$ cat src/design/first_fit_cell_allocator_assert.svh
// ----------------------------------------------------------------------------
// First-fit cell allocator assertion macros
// Shorthand for clocked checks with synchronous reset masking.
// ----------------------------------------------------------------------------
`ifndef FIRST_FIT_CELL_ALLOCATOR_ASSERT_SVH
`define FIRST_FIT_CELL_ALLOCATOR_ASSERT_SVH

// Same-cycle implication, checked out of reset.
`define FFCA_ASSERT_IMP(lbl, ante, cons, msg) \
    lbl: assert property (@(posedge i_clk) disable iff (!i_rst_n) (ante) |-> (cons)) \
        else $error(msg);

// Next-cycle implication, checked out of reset.
`define FFCA_ASSERT_NXT(lbl, ante, cons, msg) \
    lbl: assert property (@(posedge i_clk) disable iff (!i_rst_n) (ante) |=> (cons)) \
        else $error(msg);

`endif

$ cat src/design/ffca_ram.sv
// ----------------------------------------------------------------------------
// ffca_ram
// Generic simple dual-port RAM: one write port, one registered read port.
// ----------------------------------------------------------------------------
module ffca_ram #(
    parameter int WIDTH = 8,
    parameter int DEPTH = 16
) (
    input  logic                                  i_clk,
    input  logic                                  i_we,
    input  logic [((DEPTH > 1) ? $clog2(DEPTH) : 1)-1:0] i_waddr,
    input  logic [WIDTH-1:0]                      i_wdata,
    input  logic                                  i_re,
    input  logic [((DEPTH > 1) ? $clog2(DEPTH) : 1)-1:0] i_raddr,
    output logic [WIDTH-1:0]                      o_rdata
);

    logic [WIDTH-1:0] r_mem [DEPTH];
    logic [WIDTH-1:0] r_rdata;

    always_ff @(posedge i_clk) begin
        if (i_we) begin
            r_mem[i_waddr] <= i_wdata;
        end
        if (i_re) begin
            r_rdata <= r_mem[i_raddr];
        end
    end

    assign o_rdata = r_rdata;

endmodule

$ cat config.mk
export PLATFORM = sky130hd
export DESIGN_NAME = ffca_ram
export DESIGN_NICKNAME = d
export VERILOG_FILES = /design/src/design/first_fit_cell_allocator_assert.svh /design/src/design/ffca_ram.sv
export SDC_FILE = /design/constraint.sdc
export NUM_CORES = 1
export LEC_CHECK = 0
export ABC_AREA = 1
export BUFFER_PORTS_ARGS = -buffer_cell sky130_fd_sc_hd__buf_2
export CAP_MARGIN = 20
export CORE_ASPECT_RATIO = 0.5
export CORE_MARGIN = 2
export CORE_UTILIZATION = 35
export CTS_CLUSTER_DIAMETER = 120
export DETAILED_ROUTE_END_ITERATION = 8
export PLACE_DENSITY_LB_ADDON = 0.2
export SLEW_MARGIN = 40
export SYNTH_ARGS = -nofsm -noshare
export SYNTH_HDL_FRONTEND = slang
export SYNTH_SLANG_ARGS = --single-unit
$ cat constraint.sdc
create_clock -name i_clk -period 1.3 [get_ports i_clk]
set_input_delay 0.26 -clock i_clk [delete_from_list [all_inputs] [get_ports i_clk]]
set_output_delay 0.26 -clock i_clk [all_outputs]
set_load 0.1 [all_outputs]
# After elaboration in Yosys (flattened, before gate mapping)
# Memories as Yosys holds them, arrays and structs flattened. A register that Yosys moved wholly into a read port is not among the register bits.
# Cells that the tools add are included.
dict set report totals {
  register_bits 0
  latch_bits 0
  ram_bits 128
  rom_bits 0
  in_bits 19
  out_inout_bits 8
  mem_count 1
}
dict set report op_classes {
  addsub 0
  n_mul 0
  n_div 0
  magnitude_cmp 0
  eq_ne 0
  shifts 0
  muxes 2
  bitwise 0
  n_reduce_logical 0
}
# name depth width rd rd_ports_with_merged_regs wr line
set memory_table {}
lappend memory_table {r_mem 16 8 1 1 1 ffca_ram.sv:18} ;# logic [WIDTH-1:0] r_mem [DEPTH];
# operator n
set ops {}
lappend ops {{1-bit 2-to-1 mux} 2}

# Logic depth before layout (Yosys ltp)
# Gate-level depths: netlist of run 1.
dict set report logic_depth {
  depth_word 2
  ltp_mapped 8
}

# Least setup slack after synthesis of run 1
# OpenSTA, ideal clock, no wires.
dict set report synth_path {
  path_type {input-to-reg}
  start {input port i_waddr[3] in the netlist's numbering}
  end {memory r_mem[4][0], enable pin}
  setup_time_ps 370
  arrival_time_ps 841
  path_slack_ps 89
  cell_stages 2
  n_path_buf 0
  cell_sequence {nand3b_1 nor2_1}
}
# item line
set synth_rtl {}
lappend synth_rtl {{from (decl)} ffca_ram.sv:11} ;# input logic [((DEPTH > 1) ? $clog2(DEPTH) : 1)-1:0] i_waddr,
lappend synth_rtl {{to (decl)} ffca_ram.sv:18}
# Straight into the memory's write port.

# Worst setup path after layout of run 1
dict set report layout_path {
  start {register r_rdata[2] (netlist: o_rdata[2]) (read register of r_mem)}
  end {output port o_rdata[2]}
}
# item line
set layout_rtl {}
lappend layout_rtl {{from (decl)} ffca_ram.sv:19} ;# logic [WIDTH-1:0] r_rdata;
lappend layout_rtl {{to (decl)} ffca_ram.sv:15} ;# output logic [WIDTH-1:0] o_rdata
# No word-level cell between the ends.

==> metrics.txt, run 1 <==
port bufs=26; synth unique cells=11; Startpoint Class=flip-flop; Synth Cell Area=0.00585 mm^2; Site Rows=33; Warnings, synthesis=0; vias in the first global route=3,658; DR vias=3,870; met3 Usage GRT=3.57%; WP buf/inv=1; die area=roughly 0.018 mm^2; Skew-Pair Late Insertion Delay=0.42 ns; cts bufs inserted=17; initial cell density of the core=between 30% and 40%; CTS tree=done; Tot GR Track Use=16.8%; initial antenna violation count=0; area grow syn2layout=22.1%; final setup vio count=0; CTS Hold Bufs=0; CP Capture Type=output pin; # IOs=27; Slew Viols, Final=0; CP max FO=1; Root Driver=clkbuf_16; Max clock buf depth=2; max-cap viol count=0; Antenna Violating Nets Remaining=0; final clock skew=0.0112 ns; Max IR drop VDD=about 740 uV; final core occ=43.7%; Relative slew margins=72.5%; first-pass GRT wire length=roughly 21,000 um; Filler cells=1,562; Cells after Synth=551; critical path's largest stage delay=0.43 ns; Chip Width=187 um; vias per cell=4.57; HPWL after DPL=9300 um; Final Power=10.6 mW; Post-Route WL=14,100 um; H-tree depth=4; Post-Syn Nets=570; fin crit period=approximately 1.3 ns; met2 usage=roughly a quarter; Die H=95.4 um; largest net degree at the start of global routing=27; drt first-iter violations=~290; slowest CP cell=edfxtp_1; Placer Congestion=0.803; Pre-Repair DR Iteration Count=5; sequential fraction of the synthesis area=between 60 and 70%; layout cells sized above 1=15.0%; Avg Synthesized Cell Area=10.6 um^2; path type of the worst setup path=flip-flop to output pin; clock sinks=between 100 and 150; DRC errors left=0; top cells by area, synth=edfxtp_1 (70%), nand2_1 (11%), nand3_1 (8.3%); critical path, cell by cell=buf_12; P per Cell Area=1490 mW/mm^2; core box area=between 0.015 and 0.02 mm^2; Tcrit/Tclk final=99.7%; WP data required=1.04 ns; leading area contributor after synthesis=edfxtp_1; Crit path max-delay family=flip-flops; Worst Path Arrival=1.04 ns; post-synthesis register bit count=136; RSZ-0062 raised after global routing=true; slew of the pin with the lowest slew margin=0.413 ns; status=finished clean; met1 Usage GRT=22.9%; WL/cell=16.7 um; nets@finish=between 600 and 700; GRT Residual Overflow=0; clock-pin transition on the worst setup and hold timing paths=0.06 ns; P_leak=3.05 nW; HP Class=primary input to flip-flop; setup bufs post-CTS=0; busiest grt layer=met2; fmax=0.771 GHz; Antenna diodes=0; Final Hold Fails=0; top-area cell type share of the netlist area=69.8%
Yosys cell counts (all sizes together):
master / number
nand3: 97
inv: 102
nand3b: 2
edfxtp: 136
nand2: 173
nor2: 17
buf: 24
per-layer routing:
metal / vias up / part of all wire, %
met5: - / 0
met4: 0 / 1.6
met3: 20 / 4.6
met2: 88 / 45
met1: 1867 / 49
li1: 1895 / -
through the flow:
| step | hold slack [ns] | instances | setup slack (ns) | TNS, ns | cell area [um^2] |
|---|---|---|---|---|---|
| 6_report | 0.228 | 847 | 0.00337 | 0 | 7140 |
| 5_1_grt | 0.219 | 847 | -0.0323 | -0.104 | 7140 |
| 4_1_cts | 0.222 | 847 | -0.0135 | -0.0381 | 7130 |
| 3_5_place_dp | 0.653 | 816 | -0.204 | -1.22 | 6550 |
| 3_3_place_gp | 0.651 | 816 | -0.178 | -1.06 | 6550 |
| 2_1_floorplan | 0.359 | 551 | 0.0892 | 0 | 5850 |
final cells by class:
class,count,area (um^2),share of cell area (%)
Timing Repair Buffer,62,583,8.17
Sequential cell,136,4080,57.2
Clock inverter,13,156,2.19
Inverter,102,383,5.36
Multi-Input combinational cell,289,1220,17.1
Clock buffer,18,429,6.01
Tap cell,227,284,3.98
power breakdown:
group          internal [mW]  switching [mW]
Sequential              4.94          0.0365
Clock                   2.99            1.81
Combinational          0.278           0.597
placed cells by master, fill, tap and decap left out, types with 2 or more instances in the layout:
| cell type | netlist | final |
|---|---|---|
| buf_12 | 0 | 13 |
| buf_2 | 13 | 18 |
| buf_4 | 4 | 31 |
| bufinv_16 | 0 | 3 |
| clkbuf_16 | 0 | 17 |
| clkinv_1 | 0 | 2 |
| clkinvlp_4 | 0 | 6 |
| edfxtp_1 | 136 | 136 |
| inv_1 | 100 | 100 |
| inv_2 | 2 | 2 |
| nand2_1 | 173 | 173 |
| nand3_1 | 97 | 96 |
| nand3b_1 | 2 | 2 |
| nor2_1 | 17 | 17 |
timing repair:
| item | CTS | global route |
|---|---|---|
| resized for setup | 0 | 1 |
| setup endpoints to repair | 4 | 7 |
| endpoints found under the hold margin | 0 | 0 |
logic make-up after synthesis:
kind of cell	count (synthesis)	share of synthesized area (%)
AND/OR/NAND/NOR	289	20.8
flip-flops	136	69.8
buffers and inverters	126	9.39
final timing paths:
check                                   to  cells after the start         start  slack (ns)
worst min register to register  o_rdata[6]                      6  r_mem[14][6]        0.75
worst min-delay path            o_rdata[5]                      1          i_re        0.23
worst max-delay path            o_rdata[2]                      1    o_rdata[2]       0.003
worst max register to register  o_rdata[3]                      6   r_mem[4][3]        0.12
flip-flops by register name, indices dropped and copies added, names as in the netlist:
| signal | count |
|---|---|
| r_mem | 128 |
| o_rdata | 8 |
(Power assumes the default switching activity.)
==> run 2, diff against run 1 <==
clock period = 1.7 ns   (was 1.3 ns; I/O delays follow)
==> run 2 against run 1 <==
  * Total power fell by 24%
  * First-iteration DRC count rose by 45%
  * Register-to-register slack improved by 0.37 ns
  * Global-route usage rose by 0.33 points
  * Cell count fell by 1.3%
  * Die area did not move
  * Critical path depth did not move
  * Sequential power fell by 24%
  * Clock skew rose by 0.0013 ns
  * Hold slack improved by 0.085 ns
  * Utilization fell by 1.4 points
  * Critical path type unchanged
  * Critical endpoint is now o_rdata[3]
  * Largest power group unchanged
  * Highest routed layer unchanged
==> metrics.txt, run 2 (synthesis results as in run 1) <==
Die H=95.4 um (unchanged); total negative setup slack=0 ns (unchanged); Placer Congestion=0.819 (was 0.803); final setup vio count=0 (unchanged); DRC errors left=0 (unchanged); Tot GR Track Use=17.2% (was 16.8%); Site Rows=33 (unchanged); Worst Path Arrival=1.24 ns (was 1.04 ns); Slew Viols, Final=0 (unchanged); Filler cells=1,565 (was 1,562); CTS resizes=0 (unchanged); Critical Path Source=o_rdata[3] (was o_rdata[2]); P_leak=2.96 nW (was 3.05 nW); CTS Hold Bufs=0 (unchanged); max-cap viol count=0 (unchanged); Top Metal Used=met4 (unchanged); commonest non-fill, non-tap cell in the layout=nand2_1 (unchanged); Max IR drop VDD=629 uV (was 740 uV); CTS tree=done (unchanged); HPWL after DPL=9000 um (was 9300 um); Crit path max-delay family=buffers and inverters (was flip-flops); Skew-Pair Late Insertion Delay=0.42 ns (about the same); slew of the pin with the lowest slew margin=0.635 ns (was 0.413 ns); Final Hold Fails=0 (unchanged); layout cells sized above 1=13.6% (was 15.0%); path type of the worst setup path=flip-flop to output pin (unchanged); min-delay src=i_re (unchanged); drt first-iter violations=412 (was 285); CP max FO=1 (unchanged); WP buf/inv=1 (unchanged); port bufs=26 (unchanged); H-tree depth=4 (unchanged); wire length on met2=6610 um (was 6300 um); status=finished clean (unchanged); core box area=0.0164 mm^2 (unchanged); cts bufs inserted=17 (unchanged); RSZ-0062 raised after global routing=false (was true); WP data required=1.36 ns (was 1.04 ns); slowest CP cell=buf_2 (was edfxtp_1); final clock skew=0.0126 ns (was 0.0112 ns); area grow syn2layout=18.3% (was 22.1%); # IOs=27 (unchanged); final worst slack=0.117 ns (was 0.00337 ns); Antenna Violating Nets Remaining=0 (unchanged); GRT Residual Overflow=0 (unchanged); most frequent cells in the layout=nand2_1 (173), edfxtp_1 (136), inv_1 (100) (unchanged); critical path, cell by cell=buf_2 (was buf_12); Tcrit/Tclk final=93.1%; Chip Width=187 um (unchanged); WL/cell=17.4 um (was 16.7 um); critical path's largest stage delay=0.45 ns (was 0.43 ns); nets@finish=616 (was 627); vias per cell=4.62 (was 4.57); clock sinks=136 (unchanged); initial cell density of the core=35.8% (unchanged); largest net degree at the start of global routing=65 (was 27); vias in the first global route=3,748 (was 3,658); DP Worst Slack=0.0723 ns (was -0.204 ns); setup bufs post-CTS=0 (unchanged); CP Capture Type=output pin (unchanged); Root Driver=clkbuf_16 (unchanged); Biggest register=r_mem (unchanged); die area=0.0178 mm^2 (unchanged); Metal-1 WL=7220 um (was 6930 um); Post-Route WL=14,600 um (was 14,100 um); worst r2r src=r_mem[1][7] (was r_mem[4][3]); Relative slew margins=57.6% (was 72.5%); initial antenna violation count=0 (unchanged); Startpoint Class=flip-flop (unchanged); DR WL met3=538 um (was 645 um); fin crit period=~1.6 ns; P per Cell Area=1170 mW/mm^2 (was 1490 mW/mm^2); first-pass GRT wire length=22,000 um (was 21,500 um); clock-pin transition on the worst setup and hold timing paths=0.06 ns (about the same); Pre-Repair DR Iteration Count=4 (was 5); Largest register FFs=128 (unchanged); Antenna diodes=0 (unchanged); fmax=roughly 0.63 GHz; Max clock buf depth=2 (unchanged); DR vias=3,866 (was 3,870); HP Class=primary input to flip-flop (unchanged)
run 2: cell count changes in the layout (fill, tap and decap cells not counted):
cell	before	now
nand3_2	1	0
nand3_1	96	97
buf_12	13	4
inv_6	0	1
buf_2	18	26
clkinvlp_4	6	3
clkinv_1	2	0
buf_4	31	21
clkinv_2	1	5
run 2: cell type report:
type	instances	area [um^2]	area share (%)
clock buffers	18	429	6.20
inverters	102	383	5.54
clock inverters	13	155	2.24
repair buffers	51	368	5.32
well taps	227	284	4.11
multi-input cells	289	1210	17.5
flip-flops and latches	136	4080	59.0
run 2: path summary, 6_finish.rpt:
path | end | slack, ns | cells past startpoint
worst max register to register | o_rdata[7] | 0.49 | 6
worst min-delay path | o_rdata[3] | 0.31 | 1
worst max-delay path | o_rdata[3] | 0.12 | 1
worst min register to register | o_rdata[1] | 0.76 | 6
run 2: routing by layer:
layer / up-vias / GRT usage (%)
li1: 1870 / -
met1: 1908 / 23.8
met2: 69 / 27.6
met3: 19 / 3.13
met4: 0 / 5.62
met5: - / 0
run 2: power by group:
group | switching, mW | internal [mW] | leakage (nW)
logic | 0.452 | 0.145 | 1.44
clock network | 1.39 | 2.29 | 0.282
registers | 0.0237 | 3.78 | 1.24
total | 1.87 | 6.21 | 2.96
run 2: per-stage QoR:
step / util, % / cell area, um^2 / instances / total power, mW / hold WS [ns]
after CTS: 42.3 / 6920 / 836 / 8.13 / 0.302
final: 42.3 / 6920 / 836 / 8.08 / 0.313
after global placement: 38.7 / 6330 / 805 / 4.47 / 0.724
after global routing: 42.3 / 6920 / 836 / 8.32 / 0.302
after detailed placement: 38.7 / 6330 / 805 / 4.47 / 0.728
after floorplan: - / 5850 / 551 / 4.25 / 0.439
==> run 3, diff against run 2 <==
CORE_UTILIZATION = 60   (was 35)
TNS_END_PERCENT = 50   (was not set)
==> run 3 against run 2 <==
  * Die area fell by 41%
  * Sequential share of layout area up 1.0 points
  * Design area is 1.7% lower
  * Critical path type unchanged
  * Critical endpoint is now o_rdata[7]
  * Largest power group unchanged
==> metrics.txt, run 3 (synthesis results as in run 1) <==
CTS tree=done (unchanged); WP depth=1 (unchanged); RSZ-0062 raised after global routing=false (unchanged); status=finished clean (unchanged); Crit path max-delay family=buffers and inverters (unchanged); Register-to-Register Path Depth=6 (unchanged); final clock skew=0.0108 ns (was 0.0126 ns); # IOs=27 (unchanged); initial cell density of the core=61.9% (was 35.8%); core box area=0.00945 mm^2 (was 0.0164 mm^2); Die H=73.8 um (was 95.4 um); commonest non-fill, non-tap cell in the layout=nand2_1 (unchanged); Filler cells=685 (was 1,565); first-pass GRT wire length=21,300 um (was 22,000 um); nets@finish=615 (was 616); Final Power=8.10 mW (was 8.08 mW); Startpoint Class=flip-flop (unchanged); Hold Path Stages=1 (unchanged); HP Class=primary input to flip-flop (unchanged); dpl cells=712 (was 805); CTS Hold Bufs=0 (unchanged); clock-pin transition on the worst setup and hold timing paths=0.06 ns (about the same); Skew-Pair Late Insertion Delay=0.43 ns (was 0.42 ns); slowest CP cell=buf_2 (unchanged); Pre-Repair DR Iteration Count=5 (was 4); Largest register FFs=128 (unchanged); Tcrit/Tclk final=99.9% (was 93.1%); WP data required=1.36 ns (about the same); fmax=0.589 GHz (was 0.632 GHz); worst-case hold slack=0.276 ns (was 0.313 ns); CTS resizes=0 (unchanged); most frequent cells in the layout=nand2_1 (173), edfxtp_1 (136), inv_1 (100) (unchanged); area grow syn2layout=16.2% (was 18.3%); clock sinks=136 (unchanged); HPWL after DPL=8750 um (was 9000 um); layout cells sized above 1=13.3% (was 13.6%); P per Cell Area=1190 mW/mm^2 (was 1170 mW/mm^2); Max IR drop VDD=856 uV (was 629 uV); fin crit period=1.70 ns (was 1.58 ns); critical path, cell by cell=buf_2 (unchanged); vias in the first global route=3,847 (was 3,748); GRT Residual Overflow=0 (unchanged); Final Hold Fails=0 (unchanged); WP buf/inv=1 (unchanged); DR vias=4,097 (was 3,866); WL/cell=19.2 um (was 17.4 um); CP max FO=1 (unchanged); cts bufs inserted=17 (unchanged); die area=0.0106 mm^2 (was 0.0178 mm^2); P_leak=2.95 nW (was 2.96 nW); final setup vio count=0 (unchanged); H-tree depth=4 (unchanged); critical path's largest stage delay=0.47 ns (was 0.45 ns); setup bufs post-CTS=0 (unchanged); drt first-iter violations=486 (was 412); initial antenna violation count=0 (unchanged); Multi-input gate area=0.00121 mm^2 (unchanged); Site Rows=25 (was 33); Worst Path Arrival=1.36 ns (was 1.24 ns); fin cells=744 (was 836); Antenna Violating Nets Remaining=0 (unchanged); Relative slew margins=60.3% (was 57.6%); register area=0.00408 mm^2 (unchanged); Chip Width=144 um (was 187 um); max-cap viol count=0 (unchanged); largest net degree at the start of global routing=44 (was 65); Slew Viols, Final=0 (unchanged); total negative setup slack=0 ns (unchanged); Root Driver=clkbuf_16 (unchanged); Post-Route WL=14,300 um (was 14,600 um); slew of the pin with the lowest slew margin=0.595 ns (was 0.635 ns); Max clock buf depth=2 (unchanged); Antenna diodes=0 (unchanged); Tot GR Track Use=29.4% (was 17.2%); CP Capture Type=output pin (unchanged); Placer Congestion=0.955 (was 0.819); Biggest register=r_mem (unchanged); port bufs=26 (unchanged); DRC errors left=0 (unchanged); path type of the worst setup path=flip-flop to output pin (unchanged); vias per cell=5.51 (was 4.62)
==> run 3: cell type report <==
| class | instances | area share [%] |
|---|---|---|
| multi-input cells | 289 | 17.9 |
| clock inverters | 13 | 2.26 |
| clock buffers | 19 | 6.37 |
| repair buffers | 50 | 5.30 |
| inverters | 102 | 5.63 |
| well taps | 135 | 2.49 |
| flip-flops and latches | 136 | 60.1 |
==> run 3: final timing paths <==
| check | end | from | slack (ns) |
|---|---|---|---|
| max reg2reg | o_rdata[0] | r_mem[4][0] | 0.47 |
| min reg2reg | o_rdata[4] | r_mem[6][4] | 0.77 |
| min | o_rdata[1] | i_re | 0.28 |
| max | o_rdata[7] | o_rdata[7] | 0.002 |
==> run 3: report_power, final <==
part           internal (mW)  total [mW]  leakage, nW  switching [mW]
clock network           2.29        3.70        0.281            1.40
registers               3.78        3.81         1.24          0.0298
logic                  0.143       0.599         1.44           0.456
==> run 3: stage by stage <==
stage               setup WS [ns]  instance area (um^2)  utilization [%]
floorplan                   0.409                  5850                -
global placement           0.0526                  6210             65.7
detailed placement         0.0445                  6210             65.7
CTS                        0.0503                  6800             71.9
global route              0.00632                  6800             71.9
finish                    0.00176                  6800             71.9
==> run 3: metal layers <==
| layer | routed length [um] | part of all wire, % | global-route usage (%) |
|---|---|---|---|
| met1 | 5820 | 41 | 38.0 |
| met2 | 6570 | 46 | 44.7 |
| met3 | 1590 | 11 | 13.3 |
| met4 | 291 | 2.0 | 10.5 |
| met5 | 0 | 0 | 0 |
