==> src/design/first_fit_cell_allocator_assert.svh <==
// ----------------------------------------------------------------------------
// First-fit cell allocator assertion macros
// Shorthand for clocked checks with synchronous reset masking.
// ----------------------------------------------------------------------------
`ifndef FIRST_FIT_CELL_ALLOCATOR_ASSERT_SVH
`define FIRST_FIT_CELL_ALLOCATOR_ASSERT_SVH

// Same-cycle implication, checked out of reset.
`define FFCA_ASSERT_IMP(lbl, ante, cons, msg) \
    lbl: assert property (@(posedge i_clk) disable iff (!i_rst_n) (ante) |-> (cons)) \
        else $error(msg);

// Next-cycle implication, checked out of reset.
`define FFCA_ASSERT_NXT(lbl, ante, cons, msg) \
    lbl: assert property (@(posedge i_clk) disable iff (!i_rst_n) (ante) |=> (cons)) \
        else $error(msg);

`endif

==> src/design/ffca_pkg.sv <==
// ----------------------------------------------------------------------------
// ffca_pkg
// Sizes, types and codes shared by the first-fit cell allocator modules.
// ----------------------------------------------------------------------------
package ffca_pkg;

    localparam int CELLS        = 1024;
    localparam int MAX_REQUESTS = 1024;

    localparam int FIELD_W    = 11;
    localparam int CELL_AW    = (CELLS > 1) ? $clog2(CELLS) : 1;
    localparam int REQ_AW     = (MAX_REQUESTS > 1) ? $clog2(MAX_REQUESTS) : 1;
    localparam int CUR_W      = $clog2(CELLS + 1);
    localparam int SEQ_W      = $clog2(MAX_REQUESTS + 1);
    localparam int CMP_W      = (CUR_W > FIELD_W) ? CUR_W : FIELD_W;
    localparam int SEQ_CMP_W  = (SEQ_W > FIELD_W) ? SEQ_W : FIELD_W;
    localparam int ENT_W      = CELL_AW + FIELD_W;

    localparam int IN_DATA_W   = 2 * FIELD_W;
    localparam int IN_TDATA_W  = ((IN_DATA_W + 7) / 8) * 8;
    localparam int OUT_TDATA_W = ((FIELD_W + 7) / 8) * 8;

    localparam logic [FIELD_W-1:0] CELLS_IN_USE_RST = FIELD_W'(1024);

    localparam logic OP_ALLOC = 1'b0;
    localparam logic OP_FREE  = 1'b1;

    typedef enum logic [2:0] {
        S_CLEAR,
        S_IDLE,
        S_SCAN,
        S_EMIT,
        S_MARK,
        S_FREE_RD,
        S_FREE_CLR
    } t_state;

    typedef struct packed {
        logic               cell_we;
        logic               cell_wdata;
        logic [CELL_AW-1:0] cell_waddr;
        logic               cell_re;
        logic [CELL_AW-1:0] cell_raddr;
        logic               ent_we;
        logic [REQ_AW-1:0]  ent_waddr;
        logic [ENT_W-1:0]   ent_wdata;
        logic               ent_re;
        logic [REQ_AW-1:0]  ent_raddr;
    } t_mem_req;

    typedef struct packed {
        logic               load;
        logic               fits;
        logic [FIELD_W-1:0] start_position;
    } t_result;

endpackage

==> src/design/ffca_ctrl.sv <==
// ----------------------------------------------------------------------------
// ffca_ctrl
// Sequencer around one shared cell cursor: clear, scan, mark and release.
// ----------------------------------------------------------------------------
module ffca_ctrl
    import ffca_pkg::*;
(
    input  logic               i_clk,
    input  logic               i_rst_n,
    input  logic               i_in_valid,
    input  logic               i_op,
    input  logic [FIELD_W-1:0] i_size,
    input  logic [FIELD_W-1:0] i_ref,
    output logic               o_ready,
    input  logic [CUR_W-1:0]   i_limit,
    input  logic               i_out_busy,
    input  logic               i_cell_rdata,
    input  logic [ENT_W-1:0]   i_ent_rdata,
    output t_mem_req           o_mem,
    output t_result            o_res
);

    t_state             r_state, n_state;
    logic [CUR_W-1:0]   r_cur, n_cur;
    logic               r_pend, n_pend;
    logic [CELL_AW-1:0] r_chk, n_chk;
    logic [CUR_W-1:0]   r_run, n_run;
    logic [CELL_AW-1:0] r_run_start, n_run_start;
    logic [FIELD_W-1:0] r_want, n_want;
    logic [FIELD_W-1:0] r_cnt, n_cnt;
    logic               r_fits, n_fits;
    logic [CELL_AW-1:0] r_start, n_start;
    logic [SEQ_W-1:0]   r_seq, n_seq;
    logic               r_ref_ok, n_ref_ok;

    logic [CUR_W-1:0]   w_run_inc;
    logic [CELL_AW-1:0] w_seg_start;
    logic               w_free;
    logic               w_hit;
    logic               w_more;
    logic               w_miss;
    logic               w_seq_full;
    logic               w_last;
    logic [CELL_AW-1:0] w_ent_start;
    logic [FIELD_W-1:0] w_ent_size;

    // shared cursor unit: run length, fit compare, end-of-range test
    assign w_run_inc   = r_run + CUR_W'(1);
    assign w_seg_start = (r_run == '0) ? r_chk : r_run_start;
    assign w_free      = r_pend && !i_cell_rdata;
    assign w_hit       = w_free && (CMP_W'(w_run_inc) >= CMP_W'(r_want));
    assign w_more      = r_cur < i_limit;
    assign w_miss      = !r_pend && !w_more;
    assign w_seq_full  = r_seq == SEQ_W'(MAX_REQUESTS);
    assign w_last      = (r_cnt == FIELD_W'(1)) || (r_cur == CUR_W'(CELLS - 1));
    assign w_ent_start = i_ent_rdata[CELL_AW-1:0];
    assign w_ent_size  = r_ref_ok ? i_ent_rdata[ENT_W-1:CELL_AW] : '0;

    always_ff @(posedge i_clk) begin
        if (!i_rst_n) begin
            r_state <= S_CLEAR;
            r_cur   <= '0;
            r_seq   <= '0;
        end else begin
            r_state <= n_state;
            r_cur   <= n_cur;
            r_seq   <= n_seq;
        end
    end

    always_ff @(posedge i_clk) begin
        r_pend      <= n_pend;
        r_chk       <= n_chk;
        r_run       <= n_run;
        r_run_start <= n_run_start;
        r_want      <= n_want;
        r_cnt       <= n_cnt;
        r_fits      <= n_fits;
        r_start     <= n_start;
        r_ref_ok    <= n_ref_ok;
    end

    always_comb begin
        n_state     = r_state;
        n_cur       = r_cur;
        n_pend      = r_pend;
        n_chk       = r_chk;
        n_run       = r_run;
        n_run_start = r_run_start;
        n_want      = r_want;
        n_cnt       = r_cnt;
        n_fits      = r_fits;
        n_start     = r_start;
        n_seq       = r_seq;
        n_ref_ok    = r_ref_ok;
        o_ready     = 1'b0;
        o_mem       = '0;
        o_res       = '0;

        case (r_state)
            S_CLEAR: begin
                o_mem.cell_we    = 1'b1;
                o_mem.cell_wdata = 1'b0;
                o_mem.cell_waddr = r_cur[CELL_AW-1:0];
                n_cur            = r_cur + CUR_W'(1);
                if (r_cur == CUR_W'(CELLS - 1)) begin
                    n_state = S_IDLE;
                end
            end
            S_IDLE: begin
                o_ready = 1'b1;
                if (i_in_valid) begin
                    if (i_op == OP_FREE) begin
                        o_mem.ent_re    = 1'b1;
                        o_mem.ent_raddr = REQ_AW'(i_ref - FIELD_W'(1));
                        n_ref_ok        = (i_ref != '0) &&
                                          (SEQ_CMP_W'(i_ref) <= SEQ_CMP_W'(r_seq));
                        n_state         = S_FREE_RD;
                    end else begin
                        n_want  = i_size;
                        n_cur   = '0;
                        n_run   = '0;
                        n_pend  = 1'b0;
                        n_state = S_SCAN;
                    end
                end
            end
            S_SCAN: begin
                // issue the next read while the previous mark comes back
                o_mem.cell_re    = w_more;
                o_mem.cell_raddr = r_cur[CELL_AW-1:0];
                n_pend           = w_more;
                n_chk            = r_cur[CELL_AW-1:0];
                if (w_more) begin
                    n_cur = r_cur + CUR_W'(1);
                end
                if (r_pend) begin
                    if (!i_cell_rdata) begin
                        n_run       = w_run_inc;
                        n_run_start = w_seg_start;
                    end else begin
                        n_run = '0;
                    end
                end
                if (w_hit) begin
                    n_fits  = 1'b1;
                    n_start = w_seg_start;
                    n_state = S_EMIT;
                end else if (w_miss) begin
                    n_fits  = 1'b0;
                    n_start = '0;
                    n_state = S_EMIT;
                end
            end
            S_EMIT: begin
                if (!i_out_busy) begin
                    o_res.load           = 1'b1;
                    o_res.fits           = r_fits;
                    o_res.start_position = r_fits ? FIELD_W'(r_start) + FIELD_W'(1) : '0;
                    o_mem.ent_we         = !w_seq_full;
                    o_mem.ent_waddr      = REQ_AW'(r_seq);
                    o_mem.ent_wdata      = {(r_fits ? r_want : FIELD_W'(0)), r_start};
                    if (!w_seq_full) begin
                        n_seq = r_seq + SEQ_W'(1);
                    end
                    if (r_fits && (r_want != '0)) begin
                        n_cur   = CUR_W'(r_start);
                        n_cnt   = r_want;
                        n_state = S_MARK;
                    end else begin
                        n_state = S_IDLE;
                    end
                end
            end
            S_MARK: begin
                o_mem.cell_we    = 1'b1;
                o_mem.cell_wdata = 1'b1;
                o_mem.cell_waddr = r_cur[CELL_AW-1:0];
                n_cur            = r_cur + CUR_W'(1);
                n_cnt            = r_cnt - FIELD_W'(1);
                if (w_last) begin
                    n_state = S_IDLE;
                end
            end
            S_FREE_RD: begin
                // the free item takes its own entry, recorded empty
                o_mem.ent_we    = !w_seq_full;
                o_mem.ent_waddr = REQ_AW'(r_seq);
                o_mem.ent_wdata = '0;
                if (!w_seq_full) begin
                    n_seq = r_seq + SEQ_W'(1);
                end
                if ((w_ent_size == '0) || (CUR_W'(w_ent_start) >= CUR_W'(CELLS))) begin
                    n_state = S_IDLE;
                end else begin
                    n_cur   = CUR_W'(w_ent_start);
                    n_cnt   = w_ent_size;
                    n_state = S_FREE_CLR;
                end
            end
            S_FREE_CLR: begin
                o_mem.cell_we    = 1'b1;
                o_mem.cell_wdata = 1'b0;
                o_mem.cell_waddr = r_cur[CELL_AW-1:0];
                n_cur            = r_cur + CUR_W'(1);
                n_cnt            = r_cnt - FIELD_W'(1);
                if (w_last) begin
                    n_state = S_IDLE;
                end
            end
            default: begin
                n_state = S_IDLE;
            end
        endcase
    end

endmodule

==> config.mk <==
export PLATFORM = sky130hd
export DESIGN_NAME = ffca_ctrl
export DESIGN_NICKNAME = d
export VERILOG_FILES = /design/src/design/first_fit_cell_allocator_assert.svh /design/src/design/ffca_pkg.sv /design/src/design/ffca_ctrl.sv
export SDC_FILE = /design/constraint.sdc
export NUM_CORES = 1
export LEC_CHECK = 0
export BUFFER_PORTS_ARGS = -buffer_cell sky130_fd_sc_hd__buf_2
export CORE_AREA = 2 2 124 90
export CTS_CLUSTER_SIZE = 12
export DETAILED_ROUTE_END_ITERATION = 16
export DIE_AREA = 0 0 126 92
export GPL_TIMING_DRIVEN = 0
export HOLD_SLACK_MARGIN = 0.12
export PLACE_DENSITY = 0.85
export SKIP_LAST_GASP = 1
export SYNTH_ARGS = -nofsm -noshare
export SYNTH_HDL_FRONTEND = slang
export SYNTH_SLANG_ARGS = --single-unit
==> constraint.sdc <==
create_clock -name i_clk -period 6.99 [get_ports i_clk]
set_clock_uncertainty 0.2 [all_clocks]
set_input_delay 0.699 -clock i_clk [delete_from_list [all_inputs] [get_ports i_clk]]
set_output_delay 0.699 -clock i_clk [all_outputs]
set_load 0.02 [all_outputs]
======== Yosys cells after proc, flatten, opt, wreduce, memory -nomap -nowiden ========
Cells that the tools add are included.
word-level totals
  flip-flop bits (word level) ............. 91
  input bits .............................. 60
operators by class
  add/subtract/negate cells ............... 6
  order comparisons ....................... 3
  equality and inequality tests ........... 19
  multiplexer cells ....................... 47
  bitwise logic cells ..................... 2
  reduce and logical (&&, ||, !) cells .... 33
operators with widths
  kind                                                    number
  2-to-1 mux 11 bit                                       20
  case mux 32 bit (2 select lines)                        1
  case mux 11 bit (5 select lines)                        1
  case mux 11 bit (2 select lines)                        2
  adder 11 x 1 -> 11 bit (second input constant)          3
  case mux 11 bit (3 select lines)                        1
  2-to-1 mux 32 bit                                       1
  2-to-1 mux 10 bit                                       3
  2-to-1 mux 3 bit                                        9
  2-to-1 mux 13 bit                                       2
  case mux 12 bit (2 select lines)                        1
  logical NOT 11 bit                                      2
  nonzero test 11 bit                                     2
  case mux 3 bit (6 select lines)                         1
  inequality test 2 bit (second input constant)           8
  AND reduction 3 bit                                     4
  adder 10 x 1 -> 11 bit (second input constant)          1
  equality test 11 x 1 -> 1 bit (second input constant)   1
  equality test 11 x 10 -> 1 bit (second input constant)  1
  equality test 11 bit (second input constant)            1
  >= comparator 11 bit                                    1
  less-or-equal comparator 11 bit                         1
  < comparator 11 bit                                     1
  subtractor 11 x 1 -> 11 bit (second input constant)     1
  other kinds (22)                                        41

======== Logic depth before layout (Yosys ltp) ========
  word-level depth ........................ 6
  depth in mapped cells ................... 14
  gate-level depth less buffers ........... 14

======== Worst setup path before layout ========
Ideal clock, no wire load.
  path type ............................... flip-flop to flip-flop
  from .................................... register r_run[0]
  to ...................................... register r_fits (enable)
  library setup time ...................... 378 ps
  arrival time ............................ 2515 ps
  slack ................................... 3897 ps
  cell stages (with the launch flop) ...... 14
  buffers on the path ..................... 0
  cells stage by stage .................... edfxtp_1 ha_1 nand3_1 inv_1 nand3_1 nor3_1 xor2_1 ha_1 and3_1 nand3_1 o211a_1 inv_1 a21oi_1 nor2_1
between the ends
  word-level cells in the longest chain between the ends .. 5
RTL lines
  element                               RTL line         source
  from (decl)                           ffca_ctrl.sv:27  logic [CUR_W-1:0] r_run, n_run;
  from (signal assigned)                ffca_ctrl.sv:74  r_run <= n_run;
  adder 11 x 1 -> 11 bit                ffca_ctrl.sv:48  assign w_run_inc = r_run + CUR_W'(1);
  via w_run_inc[10]                     ffca_ctrl.sv:36  logic [CUR_W-1:0] w_run_inc;
  >= comparator 11 bit                  ffca_ctrl.sv:51  assign w_hit = w_free && (CMP_W'(w_run_inc) >= CMP_W'(r_want));
  logical AND 1 bit                     ffca_ctrl.sv:51
  nonzero test 2 bit (no source line)   --
  AND reduction 2 bit (no source line)  --
  to (signal assigned)                  ffca_ctrl.sv:78  r_fits <= n_fits;
  to (decl)                             ffca_ctrl.sv:31  logic r_fits, n_fits;
The timed path passes the listed nets, and every way through them passes these cells.
A chain may end at the register's enable or synchronous reset.

======== Worst setup path in the final report ========
  from .................................... register r_run[0]
  to ...................................... register r_start[7] (enable)
between the ends
  word-level cells in the longest chain between the ends .. 5
RTL lines
  element                               RTL line         source
  adder 11 x 1 -> 11 bit                ffca_ctrl.sv:48
  via w_run_inc[10]                     ffca_ctrl.sv:36
  >= comparator 11 bit                  ffca_ctrl.sv:51
  logical AND 1 bit                     ffca_ctrl.sv:51
  nonzero test 2 bit (no source line)   --
  AND reduction 2 bit (no source line)  --
  to (signal assigned)                  ffca_ctrl.sv:79  r_start <= n_start;
  to (decl)                             ffca_ctrl.sv:32  logic [CELL_AW-1:0] r_start, n_start;
The timed path passes the listed nets, and every way through them passes these cells.

==> key figures <==
CTS
  • Inserted Clock Buffers: 9
  • Buffer depth of the longest clock path: 2
  • Clock network latency to the later pin of the worst-skew pair: roughly 0.34 ns
  • Number of buffers inserted for hold repair after clock tree synthesis: 0
  • Num Clock Sinks: 91
  • Number of gates resized after cts: 0
  • TritonCTS clock tree: built
  • CTS HTree Levels: 3
  • Cell at the root of the clock tree: clkbuf_16
  • Clock Pin Slew Worst Setup and Hold Paths: 0.07 ns
  • Setup Buffers After CTS: 0

Power
  • Pleak: 0.00320 uW
  • Cell area power density: 260 nW/um^2
  • Maximum ir drop on the vdd rail: 150 uV

Logic synthesis
  • Share of async-settable or async-resettable flops after synthesis: 0%
  • Yosys warning total: 0
  • Most area-consuming cells after synthesis: edfxtp_1 (33%), ha_1 (8.6%), dfxtp_1 (8.4%)
  • Seq/Total Area, Yosys: 41.5%
  • Synth unique cells: between 50 and 60
  • Area leader, netlist: edfxtp_1
  • Flip-flop and latch count after synthesis: 91
  • Proportion of netlist area held by the largest area contributor: roughly 33%
  • Number of enable flip-flop cells after synthesis: 66
  • Number of instances in the synthesized netlist: 664
  • Most frequently used flop master after synthesis: edfxtp_1
  • Cell area after technology mapping: 5990 sq um
  • Mapped Nets: 765
  • Mapped Avg Cell Area: between 9 and 10 sq um

Floorplanning
  • Die height: just over 90 microns
  • Total Die Area: 11600 sq um
  • Count of boundary I/O pins: 140
  • Width of the die: 126 microns
  • Std cell rows: 32
  • Initial Utilization: 56.7%
  • Floorplan Core Area: 10600 sq um

Setup path
  • Slowest cell on crit path: nor2_1
  • Longest individual stage delay on the worst path: 0.71 ns
  • Cell repeated most along the worst path: nand3_1
  • Kind of launch point of the worst setup path: register
  • Maximum fanout encountered on the critical timing path: 11
  • Endpoint required time on the critical path: between 6 and 7 ns
  • Crit end category: register
  • CP Cell Sequence: ha_1 > nand3_1 > inv_1 > nand3_1 > nor3_1 > xor2_1 > ha_1 > and3_1 > nand3_1 > o211a_1 > inv_1 > a21oi_1 > nor2_1
  • Number of buffer and inverter instances along the worst setup path: 2
  • Kind of cell adding the most delay to the critical path: simple AND/OR/NAND/NOR gates
  • Category of the critical setup timing path: register to register
  • CP arrival: 3.52 ns

Run
  • Maxcap violations: 0

Detailed routing
  • TritonRoute pass-1 iters: 8
  • Initial detailed-routing violation count: ~650
  • DR WL/cell: 17.3 microns
  • Sum of routed wire length over all layers: 16500 microns
  • Number of nets with antenna violations after detailed routing: 0
  • Via/cell ratio: 5.88
  • DR vias: 5614
  • Number of design rule violations left after detail routing: 0

Timing
  • Final sum of negative setup slack: 0 ns
  • Post-layout min period: roughly 3.7 ns
  • Crit path setup slack, layout: 3.24 ns
  • Max-slew headroom at the worst pin: about a quarter
  • Final count of hold timing violations: 0
  • Final Max Slew Viols: 0
  • Share of the clock period used by the worst path: 53.6%
  • Unrepaired setup endpoints after global routing: false
  • Worst Max-Slew Pin Slew: 1.14 ns
  • Number of setup violations in the final report: 0
  • Maximum clock frequency: 0.267 GHz

Cells and area
  • Area of all sequential standard cells: 2480 sq um
  • Filler cell count: 821
  • Most used cells in the layout excluding fill and tap cells: buf_2 (140), nor2_1 (78), edfxtp_1 (66)
  • Area Growth Syn to Fin: 19.8%
  • Diodes inserted: 0
  • Nets: around 910
  • Most common cell after layout, fill and taps aside: buf_2
  • Layout cells sized above 1: 21.0%
  • Area occupied by multi-input gates: between 3000 and 4000 sq um

Place
  • Placer congestion estimate: approximately 0.94
  • Number of I/O port buffers: approximately 140
  • Worst setup slack after placement: 3.40 ns
  • Post-detailed-placement half-perimeter wirelength: about 13000 microns

Global route
  • Wire length of the first global-routing pass: 25800 microns
  • Number of global-route vias before repair: 5067
  • Remaining global-route overflow: 0
  • Largest net degree at the start of global routing: 17
  • Number of antenna violations at the first check in global routing: 0
  • Aggregate global-route resource usage: 28.1%

Hold path
  • Hold/Removal Path Class: primary input to register

Run status
  • Outcome: complete, no violations
through the flow:
| step | instance area, sq um | cells | hold WS (ns) | total power (uW) | util, % |
|---|---|---|---|---|---|
| floorplan | 5990 | 664 | 0.277 | 1140 | - |
| global placement | 6850 | 938 | 0.310 | 1290 | 64.8 |
| detailed placement | 6850 | 938 | 0.321 | 1330 | 64.8 |
| CTS | 7170 | 954 | 0.324 | 1850 | 67.9 |
| global route | 7170 | 954 | 0.319 | 1950 | 67.9 |
| finish | 7170 | 954 | 0.327 | 1870 | 67.9 |
cell type report:
class | instances | area share (%)
buffer | 27 | 1.55
tap | 136 | 2.37
multi-input combinational | 490 | 44.4
timing repair buffer | 138 | 9.63
sequential | 91 | 34.6
clock inverter | 7 | 1.38
inverter | 56 | 2.93
clock buffer | 9 | 3.14
per-layer routing:
| layer | GRT usage [%] | part of all wire (%) |
|---|---|---|
| met5 | 0 | 0 |
| met4 | 5.04 | 1.0 |
| met3 | 6.42 | 12 |
| met2 | 43.7 | 44 |
| met1 | 40.7 | 43 |
power breakdown:
group / switching, uW / total [uW] / internal (uW)
clock: 216 / 532 / 316
sequential: 83.8 / 762 / 679
combinational: 365 / 574 / 209
total: 665 / 1870 / 1200
synth_stat cells, types with 2 or more instances:
cell type,number
nor2b_1,17
a22oi_1,18
a22o_1,2
mux2_2,10
inv_2,2
dfxtp_1,25
a211o_1,2
o21a_1,7
edfxtp_1,66
o21ai_1,5
buf_2,2
o22ai_1,2
inv_1,53
ha_1,41
and2_1,29
nor4_1,13
a21oi_1,25
o31ai_1,4
a211oi_1,4
buf_4,2
xor2_1,14
a31oi_1,7
nor3_1,16
xnor2_1,26
nor2_1,78
or3_1,9
nand3_1,25
o21ai_0,25
nand2b_1,10
or4_1,2
nand4_1,9
and3_1,30
a21o_1,4
a221oi_1,3
nand2_1,37
clkbuf_1,23
registers in the layout, summed over array words and instances, names as in the netlist, 3 cells and up:
signal       cells
r_cnt           11
r_cur           11
r_run_start     10
r_run           11
r_start         10
r_state          3
r_chk           10
r_want          11
r_seq           11
path summary, 6_finish.rpt:
path                          startpoint                        to  slack, ns  cells after the start
setup / recovery  r_run[0]$_SDFFCE_PP0P_  r_start[7]$_SDFFCE_PN0P_       3.24                     13
setup reg to reg  r_run[0]$_SDFFCE_PP0P_  r_start[7]$_SDFFCE_PN0P_       3.24                     13
hold / removal                 i_size[9]       r_want[9]$_DFFE_PP_       0.33                      1
hold reg to reg   r_cur[10]$_SDFFE_PN0P_    r_cur[10]$_SDFFE_PN0P_       0.34                      2
cells by family (layout without fill, tap and decap cells):
| logic type | Yosys count | count (layout) | synth area share (%) |
|---|---|---|---|
| XOR/XNOR | 40 | 40 | 5.85 |
| AO/OA/AOI/OAI | 117 | 117 | 12.7 |
| flip-flops | 91 | 91 | 41.5 |
| buffers and inverters | 83 | 237 | 5.37 |
| AND/OR/NAND/NOR | 281 | 281 | 24.0 |
| adder cells (fa/ha/maj) | 41 | 41 | 8.57 |
| multiplexers | 11 | 11 | 2.05 |
(Power assumes the default switching activity.)
